==> src/design/scc_pkg.sv <==
package scc_pkg;

  // access commands
  localparam logic [1:0] CMD_READ  = 2'd0;
  localparam logic [1:0] CMD_WRITE = 2'd1;
  localparam logic [1:0] CMD_FLUSH = 2'd2;
  localparam logic [1:0] CMD_DROP  = 2'd3;

  localparam int SECTOR_W = 32;

  // control flags carried by every ring cell
  typedef struct packed {
    logic valid;
    logic dirty;
    logic accessed;
  } cell_flags_t;

  typedef enum logic [4:0] {
    ST_IDLE = 5'b00001,
    ST_LOOK = 5'b00010,
    ST_SRCH = 5'b00100,
    ST_FLSH = 5'b01000,
    ST_RESP = 5'b10000
  } state_t;

endpackage

==> src/design/scc_cell.sv <==
module scc_cell #(
  parameter int SW = 6
) (
  input  logic                       clk,
  input  logic                       rst_n,
  input  logic                       shift_en,
  input  logic                       clr,
  input  scc_pkg::cell_flags_t       d_flags,
  input  logic [scc_pkg::SECTOR_W-1:0] d_sector,
  input  logic [SW-1:0]              d_slot,
  output scc_pkg::cell_flags_t       q_flags,
  output logic [scc_pkg::SECTOR_W-1:0] q_sector,
  output logic [SW-1:0]              q_slot
);

  scc_pkg::cell_flags_t                flags_r;
  logic [scc_pkg::SECTOR_W-1:0]        sector_r;
  logic [SW-1:0]                       slot_r;

  // flags are control state, cleared by reset and by a drop
  always_ff @(posedge clk) begin
    if (!rst_n || clr) begin
      flags_r <= '0;
    end else if (shift_en) begin
      flags_r <= d_flags;
    end
  end

  always_ff @(posedge clk) begin
    if (shift_en) begin
      sector_r <= d_sector;
      slot_r   <= d_slot;
    end
  end

  assign q_flags  = flags_r;
  assign q_sector = sector_r;
  assign q_slot   = slot_r;

endmodule

==> src/design/sector_cache_clock_replacement_unit.sv <==
// Tag and second-chance replacement unit for a fully associative sector cache.
// The cache entries live in a ring of ENTRIES cells that rotates by one cell
// per cycle during a lookup, scan or flush unless a flush result is held up;
// the cell at the head is the only one examined. A read or write transaction
// walks the whole ring in lookup (a hit or a fill into a free slot is settled
// within that rotation), then posts its result and returns to idle to take
// the next item. A miss with every slot in use adds a clock scan: the scan
// clears accessed marks as it passes and, once it meets the victim, closes
// the gap and appends the new entry while finishing the lap. A flush walks
// the ring once and emits one result per dirty entry, or a single empty
// result if none is dirty; a drop clears the ring and posts its result
// without a walk. Results leave through an output register, so a full
// result register holds up only the final post of a transaction and a flush
// that has a further result to post. The rate is set by the single head
// comparator walked around the ring.
module sector_cache_clock_replacement_unit #(
  parameter int ENTRIES      = 64,
  parameter int SECTOR_BYTES = 512
) (
  input  logic                        clk,
  input  logic                        rst_n,
  input  logic                        in_valid,
  output logic                        in_ready,
  input  logic [1:0]                  in_cmd,
  input  logic [31:0]                 in_sector_number,
  input  logic [8:0]                  in_byte_offset,
  input  logic [9:0]                  in_byte_count,
  output logic                        out_valid,
  input  logic                        out_ready,
  output logic                        out_hit,
  output logic [$clog2(ENTRIES)-1:0]  out_slot,
  output logic                        out_evicted,
  output logic                        out_writeback,
  output logic [31:0]                 out_writeback_sector,
  output logic                        out_fill_from_device,
  output logic                        out_zero_fill,
  output logic                        out_last
);

  localparam int SW = $clog2(ENTRIES);
  localparam int CW = $clog2(ENTRIES + 1);
  localparam logic [SW-1:0] K_LAST = SW'(ENTRIES - 1);

  // ring cells, index 0 is the head
  scc_pkg::cell_flags_t          c_flags  [ENTRIES];
  logic [31:0]                   c_sector [ENTRIES];
  logic [SW-1:0]                 c_slot   [ENTRIES];

  // value fed into the tail cell this cycle
  scc_pkg::cell_flags_t          feed_flags;
  logic [31:0]                   feed_sector;
  logic [SW-1:0]                 feed_slot;

  logic                          shift_en;
  logic                          cells_clr;

  scc_pkg::state_t               state_r, state_nxt;
  logic [SW-1:0]                 k_r, k_nxt;          // ring position at the head
  logic [1:0]                    cmd_r, cmd_nxt;
  logic [31:0]                   sec_r, sec_nxt;
  logic                          zero_r, zero_nxt;    // whole-sector write
  logic                          hit_r, hit_nxt;
  logic [SW-1:0]                 hslot_r, hslot_nxt;
  logic                          armed_r, armed_nxt;  // clock scan under way
  logic                          compact_r, compact_nxt;
  logic [SW-1:0]                 vslot_r, vslot_nxt;
  logic [31:0]                   vsec_r, vsec_nxt;
  logic                          vdirty_r, vdirty_nxt;
  logic [CW-1:0]                 count_r, count_nxt;
  logic [SW-1:0]                 clock_r, clock_nxt;
  logic                          unset_r, unset_nxt;

  // pending flush result, posted once the next one (or the end) is known
  logic                          pend_r, pend_nxt;
  logic [SW-1:0]                 pslot_r, pslot_nxt;
  logic [31:0]                   psec_r, psec_nxt;

  // result staged for the final post
  logic                          rhit_r, rhit_nxt;
  logic [SW-1:0]                 rslot_r, rslot_nxt;
  logic                          rev_r, rev_nxt;
  logic                          rwb_r, rwb_nxt;
  logic [31:0]                   rwsec_r, rwsec_nxt;
  logic                          rfill_r, rfill_nxt;
  logic                          rzero_r, rzero_nxt;

  // output register
  logic                          ovalid_r, ovalid_nxt;
  logic                          ohit_r, ohit_nxt;
  logic [SW-1:0]                 oslot_r, oslot_nxt;
  logic                          oev_r, oev_nxt;
  logic                          owb_r, owb_nxt;
  logic [31:0]                   owsec_r, owsec_nxt;
  logic                          ofill_r, ofill_nxt;
  logic                          ozero_r, ozero_nxt;
  logic                          olast_r, olast_nxt;

  logic                          in_fire;
  logic                          out_free;
  logic                          k_last;
  logic [SW-1:0]                 scan_start;
  logic                          head_match;
  logic                          armed_now;
  logic                          flush_hit;

  genvar gi;
  generate
    for (gi = 0; gi < ENTRIES; gi++) begin : g_cell
      scc_cell #(.SW(SW)) u_cell (
        .clk      (clk),
        .rst_n    (rst_n),
        .shift_en (shift_en),
        .clr      (cells_clr),
        .d_flags  ((gi == ENTRIES - 1) ? feed_flags  : c_flags[(gi + 1) % ENTRIES]),
        .d_sector ((gi == ENTRIES - 1) ? feed_sector : c_sector[(gi + 1) % ENTRIES]),
        .d_slot   ((gi == ENTRIES - 1) ? feed_slot   : c_slot[(gi + 1) % ENTRIES]),
        .q_flags  (c_flags[gi]),
        .q_sector (c_sector[gi]),
        .q_slot   (c_slot[gi])
      );
    end
  endgenerate

  assign in_ready = (state_r == scc_pkg::ST_IDLE);
  assign in_fire  = in_valid && in_ready;
  assign out_free = !ovalid_r || out_ready;
  assign k_last   = (k_r == K_LAST);

  // clock scan starts one past the clock, or at the ring front if never placed
  assign scan_start = (unset_r || clock_r == K_LAST) ? '0 : SW'(clock_r + 1'b1);
  assign head_match = c_flags[0].valid && (c_sector[0] == sec_r);
  assign armed_now  = armed_r || (k_r == scan_start);
  assign flush_hit  = c_flags[0].valid && c_flags[0].dirty;

  always_comb begin
    state_nxt   = state_r;
    k_nxt       = k_r;
    cmd_nxt     = cmd_r;
    sec_nxt     = sec_r;
    zero_nxt    = zero_r;
    hit_nxt     = hit_r;
    hslot_nxt   = hslot_r;
    armed_nxt   = armed_r;
    compact_nxt = compact_r;
    vslot_nxt   = vslot_r;
    vsec_nxt    = vsec_r;
    vdirty_nxt  = vdirty_r;
    count_nxt   = count_r;
    clock_nxt   = clock_r;
    unset_nxt   = unset_r;
    pend_nxt    = pend_r;
    pslot_nxt   = pslot_r;
    psec_nxt    = psec_r;
    rhit_nxt    = rhit_r;
    rslot_nxt   = rslot_r;
    rev_nxt     = rev_r;
    rwb_nxt     = rwb_r;
    rwsec_nxt   = rwsec_r;
    rfill_nxt   = rfill_r;
    rzero_nxt   = rzero_r;
    ovalid_nxt  = ovalid_r && !out_ready;
    ohit_nxt    = ohit_r;
    oslot_nxt   = oslot_r;
    oev_nxt     = oev_r;
    owb_nxt     = owb_r;
    owsec_nxt   = owsec_r;
    ofill_nxt   = ofill_r;
    ozero_nxt   = ozero_r;
    olast_nxt   = olast_r;

    // by default the head goes round to the tail unchanged
    feed_flags  = c_flags[0];
    feed_sector = c_sector[0];
    feed_slot   = c_slot[0];
    shift_en    = 1'b0;
    cells_clr   = 1'b0;

    case (state_r)
      scc_pkg::ST_IDLE: begin
        if (in_fire) begin
          cmd_nxt     = in_cmd;
          sec_nxt     = in_sector_number;
          zero_nxt    = (in_cmd == scc_pkg::CMD_WRITE) && (in_byte_offset == '0) &&
                        (32'(in_byte_count) >= 32'(SECTOR_BYTES));
          k_nxt       = '0;
          hit_nxt     = 1'b0;
          armed_nxt   = 1'b0;
          compact_nxt = 1'b0;
          pend_nxt    = 1'b0;
          // staged result defaults to the empty one
          rhit_nxt    = 1'b0;
          rslot_nxt   = '0;
          rev_nxt     = 1'b0;
          rwb_nxt     = 1'b0;
          rwsec_nxt   = '0;
          rfill_nxt   = 1'b0;
          rzero_nxt   = 1'b0;
          case (in_cmd)
            scc_pkg::CMD_DROP: begin
              // forget everything, dirty entries included
              cells_clr = 1'b1;
              count_nxt = '0;
              clock_nxt = '0;
              unset_nxt = 1'b1;
              state_nxt = scc_pkg::ST_RESP;
            end
            scc_pkg::CMD_FLUSH: state_nxt = scc_pkg::ST_FLSH;
            default:            state_nxt = scc_pkg::ST_LOOK;
          endcase
        end
      end

      scc_pkg::ST_LOOK: begin
        shift_en = 1'b1;
        k_nxt    = k_last ? '0 : SW'(k_r + 1'b1);
        if (head_match && !hit_r) begin
          feed_flags.accessed = 1'b1;
          if (cmd_r == scc_pkg::CMD_WRITE) begin
            feed_flags.dirty = 1'b1;
          end
          hit_nxt   = 1'b1;
          hslot_nxt = c_slot[0];
        end else if (!hit_r && CW'(k_r) == count_r) begin
          // first free ring position: the new entry takes slot count
          feed_flags.valid    = 1'b1;
          feed_flags.dirty    = (cmd_r == scc_pkg::CMD_WRITE);
          feed_flags.accessed = 1'b0;
          feed_sector         = sec_r;
          feed_slot           = count_r[SW-1:0];
        end
        if (k_last) begin
          if (hit_r || head_match) begin
            rhit_nxt  = 1'b1;
            rslot_nxt = hit_r ? hslot_r : c_slot[0];
            state_nxt = scc_pkg::ST_RESP;
          end else if (count_r != CW'(ENTRIES)) begin
            rslot_nxt = count_r[SW-1:0];
            rfill_nxt = !zero_r;
            rzero_nxt = zero_r;
            count_nxt = CW'(count_r + 1'b1);
            state_nxt = scc_pkg::ST_RESP;
          end else begin
            state_nxt = scc_pkg::ST_SRCH;
          end
        end
      end

      scc_pkg::ST_SRCH: begin
        shift_en = 1'b1;
        k_nxt    = k_last ? '0 : SW'(k_r + 1'b1);
        if (compact_r) begin
          // victim gone: each later entry moves up one ring position
          feed_flags  = c_flags[1 % ENTRIES];
          feed_sector = c_sector[1 % ENTRIES];
          feed_slot   = c_slot[1 % ENTRIES];
        end else if (armed_now && c_flags[0].accessed) begin
          // second chance
          feed_flags.accessed = 1'b0;
          armed_nxt           = 1'b1;
        end else if (armed_now) begin
          compact_nxt = 1'b1;
          vslot_nxt   = c_slot[0];
          vsec_nxt    = c_sector[0];
          vdirty_nxt  = c_flags[0].dirty;
          clock_nxt   = k_last ? '0 : k_r;
          unset_nxt   = 1'b0;
          feed_flags  = c_flags[1 % ENTRIES];
          feed_sector = c_sector[1 % ENTRIES];
          feed_slot   = c_slot[1 % ENTRIES];
        end
        if (k_last && (compact_r || armed_now && !c_flags[0].accessed)) begin
          // append the new entry at the ring tail in the victim's slot
          feed_flags.valid    = 1'b1;
          feed_flags.dirty    = (cmd_r == scc_pkg::CMD_WRITE);
          feed_flags.accessed = 1'b0;
          feed_sector         = sec_r;
          feed_slot           = compact_r ? vslot_r : c_slot[0];
          rslot_nxt           = feed_slot;
          rev_nxt             = 1'b1;
          rwb_nxt             = compact_r ? vdirty_r : c_flags[0].dirty;
          rwsec_nxt           = rwb_nxt ? (compact_r ? vsec_r : c_sector[0]) : '0;
          rfill_nxt           = !zero_r;
          rzero_nxt           = zero_r;
          state_nxt           = scc_pkg::ST_RESP;
        end
      end

      scc_pkg::ST_FLSH: begin
        // a second dirty entry has to wait for room in the output register
        if (!(flush_hit && pend_r && !out_free)) begin
          shift_en = 1'b1;
          k_nxt    = k_last ? '0 : SW'(k_r + 1'b1);
          if (flush_hit) begin
            feed_flags.dirty = 1'b0;
            if (pend_r) begin
              ovalid_nxt = 1'b1;
              ohit_nxt   = 1'b0;
              oslot_nxt  = pslot_r;
              oev_nxt    = 1'b0;
              owb_nxt    = 1'b1;
              owsec_nxt  = psec_r;
              ofill_nxt  = 1'b0;
              ozero_nxt  = 1'b0;
              olast_nxt  = 1'b0;
            end
            pend_nxt  = 1'b1;
            pslot_nxt = c_slot[0];
            psec_nxt  = c_sector[0];
          end
          if (k_last) begin
            // the newest dirty entry, if any, becomes the last result
            rslot_nxt = pend_nxt ? pslot_nxt : '0;
            rwb_nxt   = pend_nxt;
            rwsec_nxt = pend_nxt ? psec_nxt : '0;
            state_nxt = scc_pkg::ST_RESP;
          end
        end
      end

      scc_pkg::ST_RESP: begin
        if (out_free) begin
          ovalid_nxt = 1'b1;
          ohit_nxt   = rhit_r;
          oslot_nxt  = rslot_r;
          oev_nxt    = rev_r;
          owb_nxt    = rwb_r;
          owsec_nxt  = rwsec_r;
          ofill_nxt  = rfill_r;
          ozero_nxt  = rzero_r;
          olast_nxt  = 1'b1;
          state_nxt  = scc_pkg::ST_IDLE;
        end
      end

      default: state_nxt = scc_pkg::ST_IDLE;
    endcase
  end

  // control state
  always_ff @(posedge clk) begin
    if (!rst_n) begin
      state_r   <= scc_pkg::ST_IDLE;
      k_r       <= '0;
      hit_r     <= 1'b0;
      armed_r   <= 1'b0;
      compact_r <= 1'b0;
      count_r   <= '0;
      clock_r   <= '0;
      unset_r   <= 1'b1;
      pend_r    <= 1'b0;
      ovalid_r  <= 1'b0;
    end else begin
      state_r   <= state_nxt;
      k_r       <= k_nxt;
      hit_r     <= hit_nxt;
      armed_r   <= armed_nxt;
      compact_r <= compact_nxt;
      count_r   <= count_nxt;
      clock_r   <= clock_nxt;
      unset_r   <= unset_nxt;
      pend_r    <= pend_nxt;
      ovalid_r  <= ovalid_nxt;
    end
  end

  // payload
  always_ff @(posedge clk) begin
    cmd_r    <= cmd_nxt;
    sec_r    <= sec_nxt;
    zero_r   <= zero_nxt;
    hslot_r  <= hslot_nxt;
    vslot_r  <= vslot_nxt;
    vsec_r   <= vsec_nxt;
    vdirty_r <= vdirty_nxt;
    pslot_r  <= pslot_nxt;
    psec_r   <= psec_nxt;
    rhit_r   <= rhit_nxt;
    rslot_r  <= rslot_nxt;
    rev_r    <= rev_nxt;
    rwb_r    <= rwb_nxt;
    rwsec_r  <= rwsec_nxt;
    rfill_r  <= rfill_nxt;
    rzero_r  <= rzero_nxt;
    ohit_r   <= ohit_nxt;
    oslot_r  <= oslot_nxt;
    oev_r    <= oev_nxt;
    owb_r    <= owb_nxt;
    owsec_r  <= owsec_nxt;
    ofill_r  <= ofill_nxt;
    ozero_r  <= ozero_nxt;
    olast_r  <= olast_nxt;
  end

  assign out_valid            = ovalid_r;
  assign out_hit              = ohit_r;
  assign out_slot             = oslot_r;
  assign out_evicted          = oev_r;
  assign out_writeback        = owb_r;
  assign out_writeback_sector = owsec_r;
  assign out_fill_from_device = ofill_r;
  assign out_zero_fill        = ozero_r;
  assign out_last             = olast_r;

`ifndef NO_ASSERTIONS
  a_count_range: assert property (@(posedge clk) disable iff (!rst_n)
    count_r <= CW'(ENTRIES))
    else $error("entry count beyond capacity");

  a_resp_posts: assert property (@(posedge clk) disable iff (!rst_n)
    (state_r == scc_pkg::ST_RESP && out_free) |=> (ovalid_r && olast_r))
    else $error("final result not posted");

  a_drop_clears: assert property (@(posedge clk) disable iff (!rst_n)
    (in_fire && in_cmd == scc_pkg::CMD_DROP) |=> (count_r == '0 && unset_r))
    else $error("drop left entries behind");

  a_scan_full: assert property (@(posedge clk) disable iff (!rst_n)
    (state_r == scc_pkg::ST_SRCH) |-> (count_r == CW'(ENTRIES)))
    else $error("clock scan with free slots");
`endif

endmodule

==> config.mk <==
export PLATFORM = sky130hd
export DESIGN_NAME = sector_cache_clock_replacement_unit
export DESIGN_NICKNAME = d
export VERILOG_FILES = /design/src/design/scc_pkg.sv /design/src/design/scc_cell.sv /design/src/design/sector_cache_clock_replacement_unit.sv
export SDC_FILE = /design/constraint.sdc
export NUM_CORES = 2
export LEC_CHECK = 0
export ABC_CLOCK_PERIOD_IN_PS = 75500
export BUFFER_PORTS_ARGS = -buffer_cell sky130_fd_sc_hd__buf_2
export CELL_PAD_IN_SITES_DETAIL_PLACEMENT = 1
export CELL_PAD_IN_SITES_GLOBAL_PLACEMENT = 1
export CORE_MARGIN = 3
export CORE_UTILIZATION = 40
export CTS_CLUSTER_DIAMETER = 50
export DETAILED_ROUTE_END_ITERATION = 7
export MAX_ROUTING_LAYER = met4
export PLACE_DENSITY_LB_ADDON = 0.1
export SYNTH_ARGS = -nofsm -noshare
export SYNTH_HDL_FRONTEND = slang
export SYNTH_SLANG_ARGS = --single-unit
==> constraint.sdc <==
create_clock -name clk -period 75.5 [get_ports clk]
set_clock_uncertainty 0.2 [all_clocks]
set_input_delay 0 -clock clk [delete_from_list [all_inputs] [get_ports clk]]
set_output_delay 0 -clock clk [all_outputs]
set_load 0.03 [all_outputs]
Word-level counts from Yosys, hierarchy flattened
Cells that the tools add are included.
{"block": "op_classes", "bitwise": 3, "n_eq_ne": 33, "mux": 155, "n_lt_le_gt_ge": 1, "n_addsub": 3, "reduce_logical": 54}
{"op": "32-bit two-way mux", "n": 18}
{"op": "6-bit two-way mux", "n": 30}
{"op": "32-bit one-hot mux with 2 select lines", "n": 2}
{"op": "32-bit one-hot mux with 3 select lines", "n": 1}
{"op": "1-bit two-way mux", "n": 56}
{"op": "5-bit two-way mux", "n": 8}
{"op": "6-bit one-hot mux with 2 select lines", "n": 3}
{"op": "7-bit two-way mux", "n": 5}
{"op": "1-bit one-hot mux with 2 select lines", "n": 17}
{"op": "32-bit equality test", "n": 1}
{"op": "2-bit inequality test (second input constant)", "n": 15}
{"op": "5-bit one-hot mux with 5 select lines", "n": 1}
{"op": "6-bit one-hot mux with 4 select lines", "n": 1}
{"op": "6-bit AND reduction", "n": 4}
{"op": "6-bit one-hot mux with 3 select lines", "n": 1}
{"op": "7-bit one-hot mux with 2 select lines", "n": 1}
{"op": "1-bit logical AND", "n": 13}
{"op": "6-bit by 1-bit adder with 6-bit output (second input constant)", "n": 2}
{"op": "6-bit equality test (second input constant)", "n": 2}
{"op": "3-bit two-way mux", "n": 4}
{"op": "1-bit one-hot mux with 3 select lines", "n": 4}
{"op": "3-bit AND reduction", "n": 4}
{"op": "4-bit AND reduction", "n": 3}
{"op": "10-bit >= comparator (second input constant)", "n": 1}
{"op": "other kinds (26)", "n": 52}
{"block": "totals", "regBits": 2859, "input_bits": 57, "elab_cells": 603}

Logic depth before layout (Yosys ltp)
{"block": "depth", "word_depth": 10, "depth_mapped": 10, "mapped_depth_nobuf": 10}

Cells and area by module
Synthesis repeated with hierarchy kept, for this count alone.
{"block": "hier_totals", "cells_unflattened": 4061, "hier_area_um2": 91378.9}
{"module": "scc_cell", "area_per_inst_um2": 1248.7, "seq_area_each_um2": 1201.2, "cells_per_inst": 48, "instances": 64}
{"module": "sector_cache_clock_replacement_unit", "area_per_inst_um2": 11462.2, "seq_area_each_um2": 6756.5, "cells_per_inst": 989, "instances": 1}

Worst setup path before layout
OpenSTA, ideal clock, no wires.
{"block": "synth_path", "path_type": "register -> register", "start": "register state_r[0]", "end": "register g_cell[0].u_cell.sector_r, in the netlist g_cell[0].u_cell.q_sector[0] (enable)", "required_time_ns": 71.555, "t_arrival_ns": 67.835, "path_slack_ns": 3.720, "stages_incl_launch_ff": 7, "n_path_buf": 1, "path_cell_list": "dfxtp_1 -> or3_1 -> nor3b_1 -> and2_1 -> nor2_1 -> inv_1 -> clkbuf_1"}
{"block": "synth_via", "elab_chain_len": 3}
{"item": "start, declared", "line": "sector_cache_clock_replacement_unit.sv:57", "source": "scc_pkg::state_t state_r, state_nxt;"}
{"item": "start signal, assigned", "line": "sector_cache_clock_replacement_unit.sv:342", "source": "state_r <= scc_pkg::ST_IDLE;"}
{"item": "start signal, assigned", "line": "sector_cache_clock_replacement_unit.sv:353", "source": "state_r <= state_nxt;"}
{"item": "5-bit by 3-bit equality test with 1-bit output / 5-bit by 2-bit equality test with 1-bit output (equally long branches)", "line": "sector_cache_clock_replacement_unit.sv:178", "source": "case (state_r)"}
{"item": "2-bit OR reduction (no line)"}
{"item": "1-bit one-hot mux with 2 select lines *", "line": "sector_cache_clock_replacement_unit.sv:178"}
{"item": "net g_cell[0].u_cell.shift_en", "line": "scc_cell.sv:6", "source": "input logic shift_en,"}
{"item": "end signal, assigned", "line": "scc_cell.sv:31", "source": "sector_r <= d_sector;"}
{"item": "end, declared", "line": "scc_cell.sv:17", "source": "logic [scc_pkg::SECTOR_W-1:0] sector_r;"}
The timed path passes the listed nets; every way through them passes the cells marked *.
A chain may end at the register's enable or synchronous reset.

Final worst setup path
{"block": "layout_path", "start": "register state_r[0]", "end": "register g_cell[34].u_cell.sector_r, in the netlist g_cell[34].u_cell.q_sector[5] (enable)"}
{"block": "layout_via", "elab_chain_len": 3}
{"item": "5-bit by 3-bit equality test with 1-bit output / 5-bit by 2-bit equality test with 1-bit output (equally long branches)", "line": "sector_cache_clock_replacement_unit.sv:178"}
{"item": "2-bit OR reduction (no line)"}
{"item": "1-bit one-hot mux with 2 select lines *", "line": "sector_cache_clock_replacement_unit.sv:178"}
{"item": "end signal, assigned", "line": "scc_cell.sv:31"}
{"item": "end, declared", "line": "scc_cell.sv:17"}
Every way passes the cells marked *; elsewhere a longest branch is shown, timed or not.

==> metrics list <==
- For this design the ratio of total power to cell area is approximately 31 mW/mm2.
* Area growth from synthesis to layout: 16.76%
- DP Wirelength: 76350 um
- Detailed router's first-iteration violation count: about 3300
- The worst setup path is captured at a flip-flop.
- Class of the worst hold path: input pin to flip-flop
* RSZ-0062 raised after global routing: no
- The Yosys step of the flow raised 0 warnings.
- Net switching power figure: 669.4 uW
- Inserted Clock Buffers: between 300 and 400
- STA classifies the critical path startpoint as a flip-flop.
* Floorplan core area: 0.2255 mm2
* Initial Util: 0.4036
- Detailed routing placed a total of 66010 um of wire on met2.
* Int Power: ~2.7 mW
- The share of total power dissipated in sequential elements is 0.531.
* Summed instance area of the synthesized netlist: 0.09103 mm2
- Average footprint of a synthesized cell: 21.79 um2
- Sequential area share after synthesis: 0.9187
- Number of rows created at floorplan: between 150 and 200
- The share of total power dissipated in the clock network is 0.450.
- Net Count, Synth: 4238
- The most used flip-flop cell after synthesis is edfxtp_1.
- The congestion estimate from routability-driven global placement came to between 0.7 and 0.8.
- Residual DRC: 0
* Global-route total usage across every layer: 0.1311
- Share of async-settable or async-resettable flops after synthesis: 0
* Total routed wire length on the met1 layer: approximately 73000 um
* Library cells used by synthesis: 57
- Input and output buffers added on the ports amount to 93.
- Post-detailed-route wirelength per cell: 19.10 um
* Clock Pin Slew Worst Setup and Hold Paths: 0.06 ns
- Per-cell via count in the routed design: 4.706
- CTS saw 2859 sinks.
- Counting every instance in the synthesized netlist gives 4177.
- Worst Hold Margin: about 0.11 ns
- At the later pin of the worst-skew pair, clock insertion delay measures 0.91 ns.
- Setup total negative slack: 0 ns
- Total non-filler cell area in the finished layout: between 0.1 and 0.15 mm2
- Count of instances resized after the clock tree is built: 0
- Peak ir drop on the vdd network: roughly 0.000018 V
- Max-slew violation count: 0
- Total power for the finished layout comes to 3.346 mW.
- Total die area: about 0.23 mm2
- IO Count: roughly 100
- Number of flops mapped to enable cells by yosys: approximately 2600
- Of the total power, the share spent switching nets is 0.2000.
* Maximum number of pins on one net before global-route repair: 216
- STA puts the critical path data arrival time at 7.97 ns.
- DIE WIDTH: 483.0 um
* Antenna-violating nets left: 0
- The initial antenna violation count was 12.
- Summed over all layers, the routed wires come to 149800 um.
* Number of register bits inferred by synthesis: 2859
- Buffers inserted by post-CTS timing repair: 0
- The highest metal layer carrying signal wires in the routed design is met4.
- Combinational fraction of design power: 0.019
* Result of the run: complete, no violations
- The first detailed-routing pass took 5 iterations.
- Cell at the root of the clock tree: clkbuf_16
- Part of the cycle the worst path needs: 0.1016
- The first global-routing pass estimated 231500 um of wire.
- For this block, the via count after detailed routing is 36920.
* Hold bufs inserted after CTS: slightly above 80
- Placed Instance Area: between 0.09 and 0.1 mm2
* Reported leakage power: around 31 nW
* Largest fanout on the critical path: ~200
* Max H-tree Level: 5
- Worst Setup Path Type: flip-flop to flip-flop
- Number of hold violations in the final report: 0
- Counting along the longest clock path gives a buffer depth of 4.
- Actual transition at the worst max-transition pin: 1.180 ns
- Headroom to the max-slew limit: 0.2130
- Global routing finished with a remaining overflow of 0.
* Number of global-route vias before repair: 37880
- # setup viols final: 0
* Die Y: 483.0 um
- TritonCTS built the clock tree.
- Subtracting the final worst setup slack from the clock period gives 7.671 ns.
- Count of maximum capacitance violations: 0
- In the final design database the tool counted 4669 nets.
* Fraction of final layout cells sized beyond drive strength 1: 0.1386
- For the worst setup path, the data required time is roughly 76 ns.
- Max frequency: 130.4 MHz
- Summed over all nets, wire length on met3 after detailed routing comes to 5677 um.
-- per-stage QoR --
| step | worst slack [ns] | instances | utilization |
|---|---|---|---|
| after floorplan | 3.720 | 4177 | - |
| after global placement | 67.81 | 7189 | 0.4223 |
| after detailed placement | 67.59 | 7189 | 0.4223 |
| after CTS | 67.59 | 7835 | 0.4711 |
| after global routing | 67.17 | 7840 | 0.4712 |
| final | 67.83 | 7844 | 0.4712 |
-- final cells by class --
class | instances | area [um2]
diodes | 9 | 22.52
clock buffers | 393 | 8642
clock inverters | 171 | 1556
fillers | 20390 | 119300
inverters | 47 | 183.9
multi-input cells | 1157 | 6827
flip-flops and latches | 2859 | 83630
well taps | 2992 | 3744
repair buffers | 216 | 1682
-- flip-flops by register name, indices dropped and copies added, names as in the netlist, 2 cells and up --
register / count
g_cell.u_cell.q_sector: 2048
g_cell.u_cell.q_slot: 384
g_cell.u_cell.q_flags: 192
out_writeback_sector: 32
psec_r: 32
rwsec_r: 32
sec_r: 32
vsec_r: 32
count_r: 7
clock_r: 6
hslot_r: 6
k_r: 6
out_slot: 6
pslot_r: 6
rslot_r: 6
vslot_r: 6
state_r: 5
cmd_r: 2
-- power groups by stage --
stage          registers (mW)  logic (mW)  clock network, mW
3_5_place_dp             1.81      0.0635                  0
4_1_cts                  1.78      0.0668               1.56
5_1_grt                  1.78      0.0711               1.63
3_3_place_gp             1.81      0.0621                  0
2_1_floorplan            1.99      0.0376                  0
6_report                 1.78      0.0644               1.51
-- worst max-delay path, cell delays in order, from the launching register on --
cell	delay, ns
dfxtp_1	0.33
or3_1	0.43
nor3b_1	0.22
buf_4	0.27
and2_2	0.18
buf_4	0.61
nor2_4	0.06
buf_4	0.44
inv_8	0.71
buf_4	0.88
buf_12	0.76
buf_4	0.80
buf_4	1.01
-- per-layer routing --
layer | vias up | global-route usage
li1 | 16990 | -
met4 | 0 | 0.04913
met5 | - | -
met2 | 587 | 0.1825
met1 | 18980 | 0.1908
met3 | 355 | 0.02638
-- path summary, 6_finish.rpt --
check             slack [ns]                                   from  cells past startpoint                                      end
setup / recovery       67.83                state_r[0]$_SDFFE_PN1P_                     12  g_cell[34].u_cell.q_sector[5]$_DFFE_PP_
hold / removal          0.11                      in_byte_offset[3]                      4                         zero_r$_DFFE_PP_
setup reg to reg       67.83                state_r[0]$_SDFFE_PN1P_                     12  g_cell[34].u_cell.q_sector[5]$_DFFE_PP_
hold reg to reg         0.17  g_cell[44].u_cell.q_slot[0]$_DFFE_PP_                      0    g_cell[43].u_cell.q_slot[0]$_DFFE_PP_
-- cell usage after synthesis (3+ instances only) --
| library cell | number | area share |
|---|---|---|
| nand2b_1 | 6 | 0.00041 |
| buf_6 | 4 | 0.00049 |
| or3_1 | 4 | 0.00027 |
| a21oi_2 | 3 | 0.00029 |
| o211ai_1 | 5 | 0.00041 |
| a221o_1 | 37 | 0.0041 |
| or4_1 | 3 | 0.00025 |
| nand4_1 | 17 | 0.0012 |
| o211a_1 | 4 | 0.00044 |
| o21ai_0 | 22 | 0.0012 |
| edfxtp_1 | 2637 | 0.87 |
| inv_1 | 45 | 0.0019 |
| dfxtp_1 | 222 | 0.049 |
| nand3b_1 | 4 | 0.00033 |
| nor2b_1 | 9 | 0.00062 |
| nor3_1 | 11 | 0.00060 |
| a31o_2 | 9 | 0.00087 |
| buf_1 | 5 | 0.00021 |
| o31ai_1 | 3 | 0.00025 |
| o22ai_1 | 29 | 0.0020 |
| nor3b_1 | 4 | 0.00033 |
| nor4_1 | 11 | 0.00076 |
| a21boi_0 | 5 | 0.00041 |
| nand2_1 | 428 | 0.018 |
| clkbuf_1 | 100 | 0.0041 |
| a21oi_1 | 208 | 0.011 |
| nor2_1 | 47 | 0.0019 |
| a211oi_1 | 5 | 0.00041 |
| and3_1 | 6 | 0.00041 |
| nand3_1 | 12 | 0.00066 |
| buf_2 | 5 | 0.00027 |
| xor2_1 | 13 | 0.0013 |
| mux2_2 | 49 | 0.0061 |
| ha_1 | 4 | 0.00055 |
| o221ai_1 | 4 | 0.00038 |
| nor4b_1 | 3 | 0.00029 |
| xnor2_1 | 39 | 0.0038 |
| or2_2 | 4 | 0.00027 |
| mux2i_1 | 80 | 0.0088 |
| and2_1 | 48 | 0.0033 |
-- kinds of logic (layout without fill, tap and decap cells) --
logic type / count (synthesis) / in the layout / synth area share
flops: 2859 / 2859 / 0.9187
simple gates: 625 / 625 / 0.03020
compound gates: 347 / 347 / 0.02361
buf+inv: 161 / 827 / 0.007038
mux: 129 / 129 / 0.01486
xor+xnor: 52 / 52 / 0.005003
fa+ha+maj: 4 / 4 / 0.0005498
other cells: 0 / 9 / 0
-- placed cells by master (no fill, tap or decap), types with 7 or more instances in the layout --
cell type      netlist  layout
a21oi_1            208     207
a221o_1             37      37
a31o_2               9       9
and2_1              48      47
buf_12               0       7
buf_2                5      93
buf_4                0      34
bufinv_16            0      25
clkbuf_1           100      55
clkbuf_16            0     336
clkinv_1             2      59
clkinv_2             0      48
clkinvlp_4           0      16
dfxtp_1            222     221
diode_2              0       9
dlygate4sd3_1        0      82
edfxtp_1          2637    2637
inv_1               45      43
inv_6                0      14
mux2_2              49      49
mux2i_1             80      80
nand2_1            428     427
nand3_1             12      12
nand4_1             17      17
nor2_1              47      45
nor2b_1              9       9
nor3_1              11      10
nor4_1              11      10
o21ai_0             22      21
o22ai_1             29      29
xnor2_1             39      39
xor2_1              13      13
No activity file was read; power rests on OpenSTA's default activity.
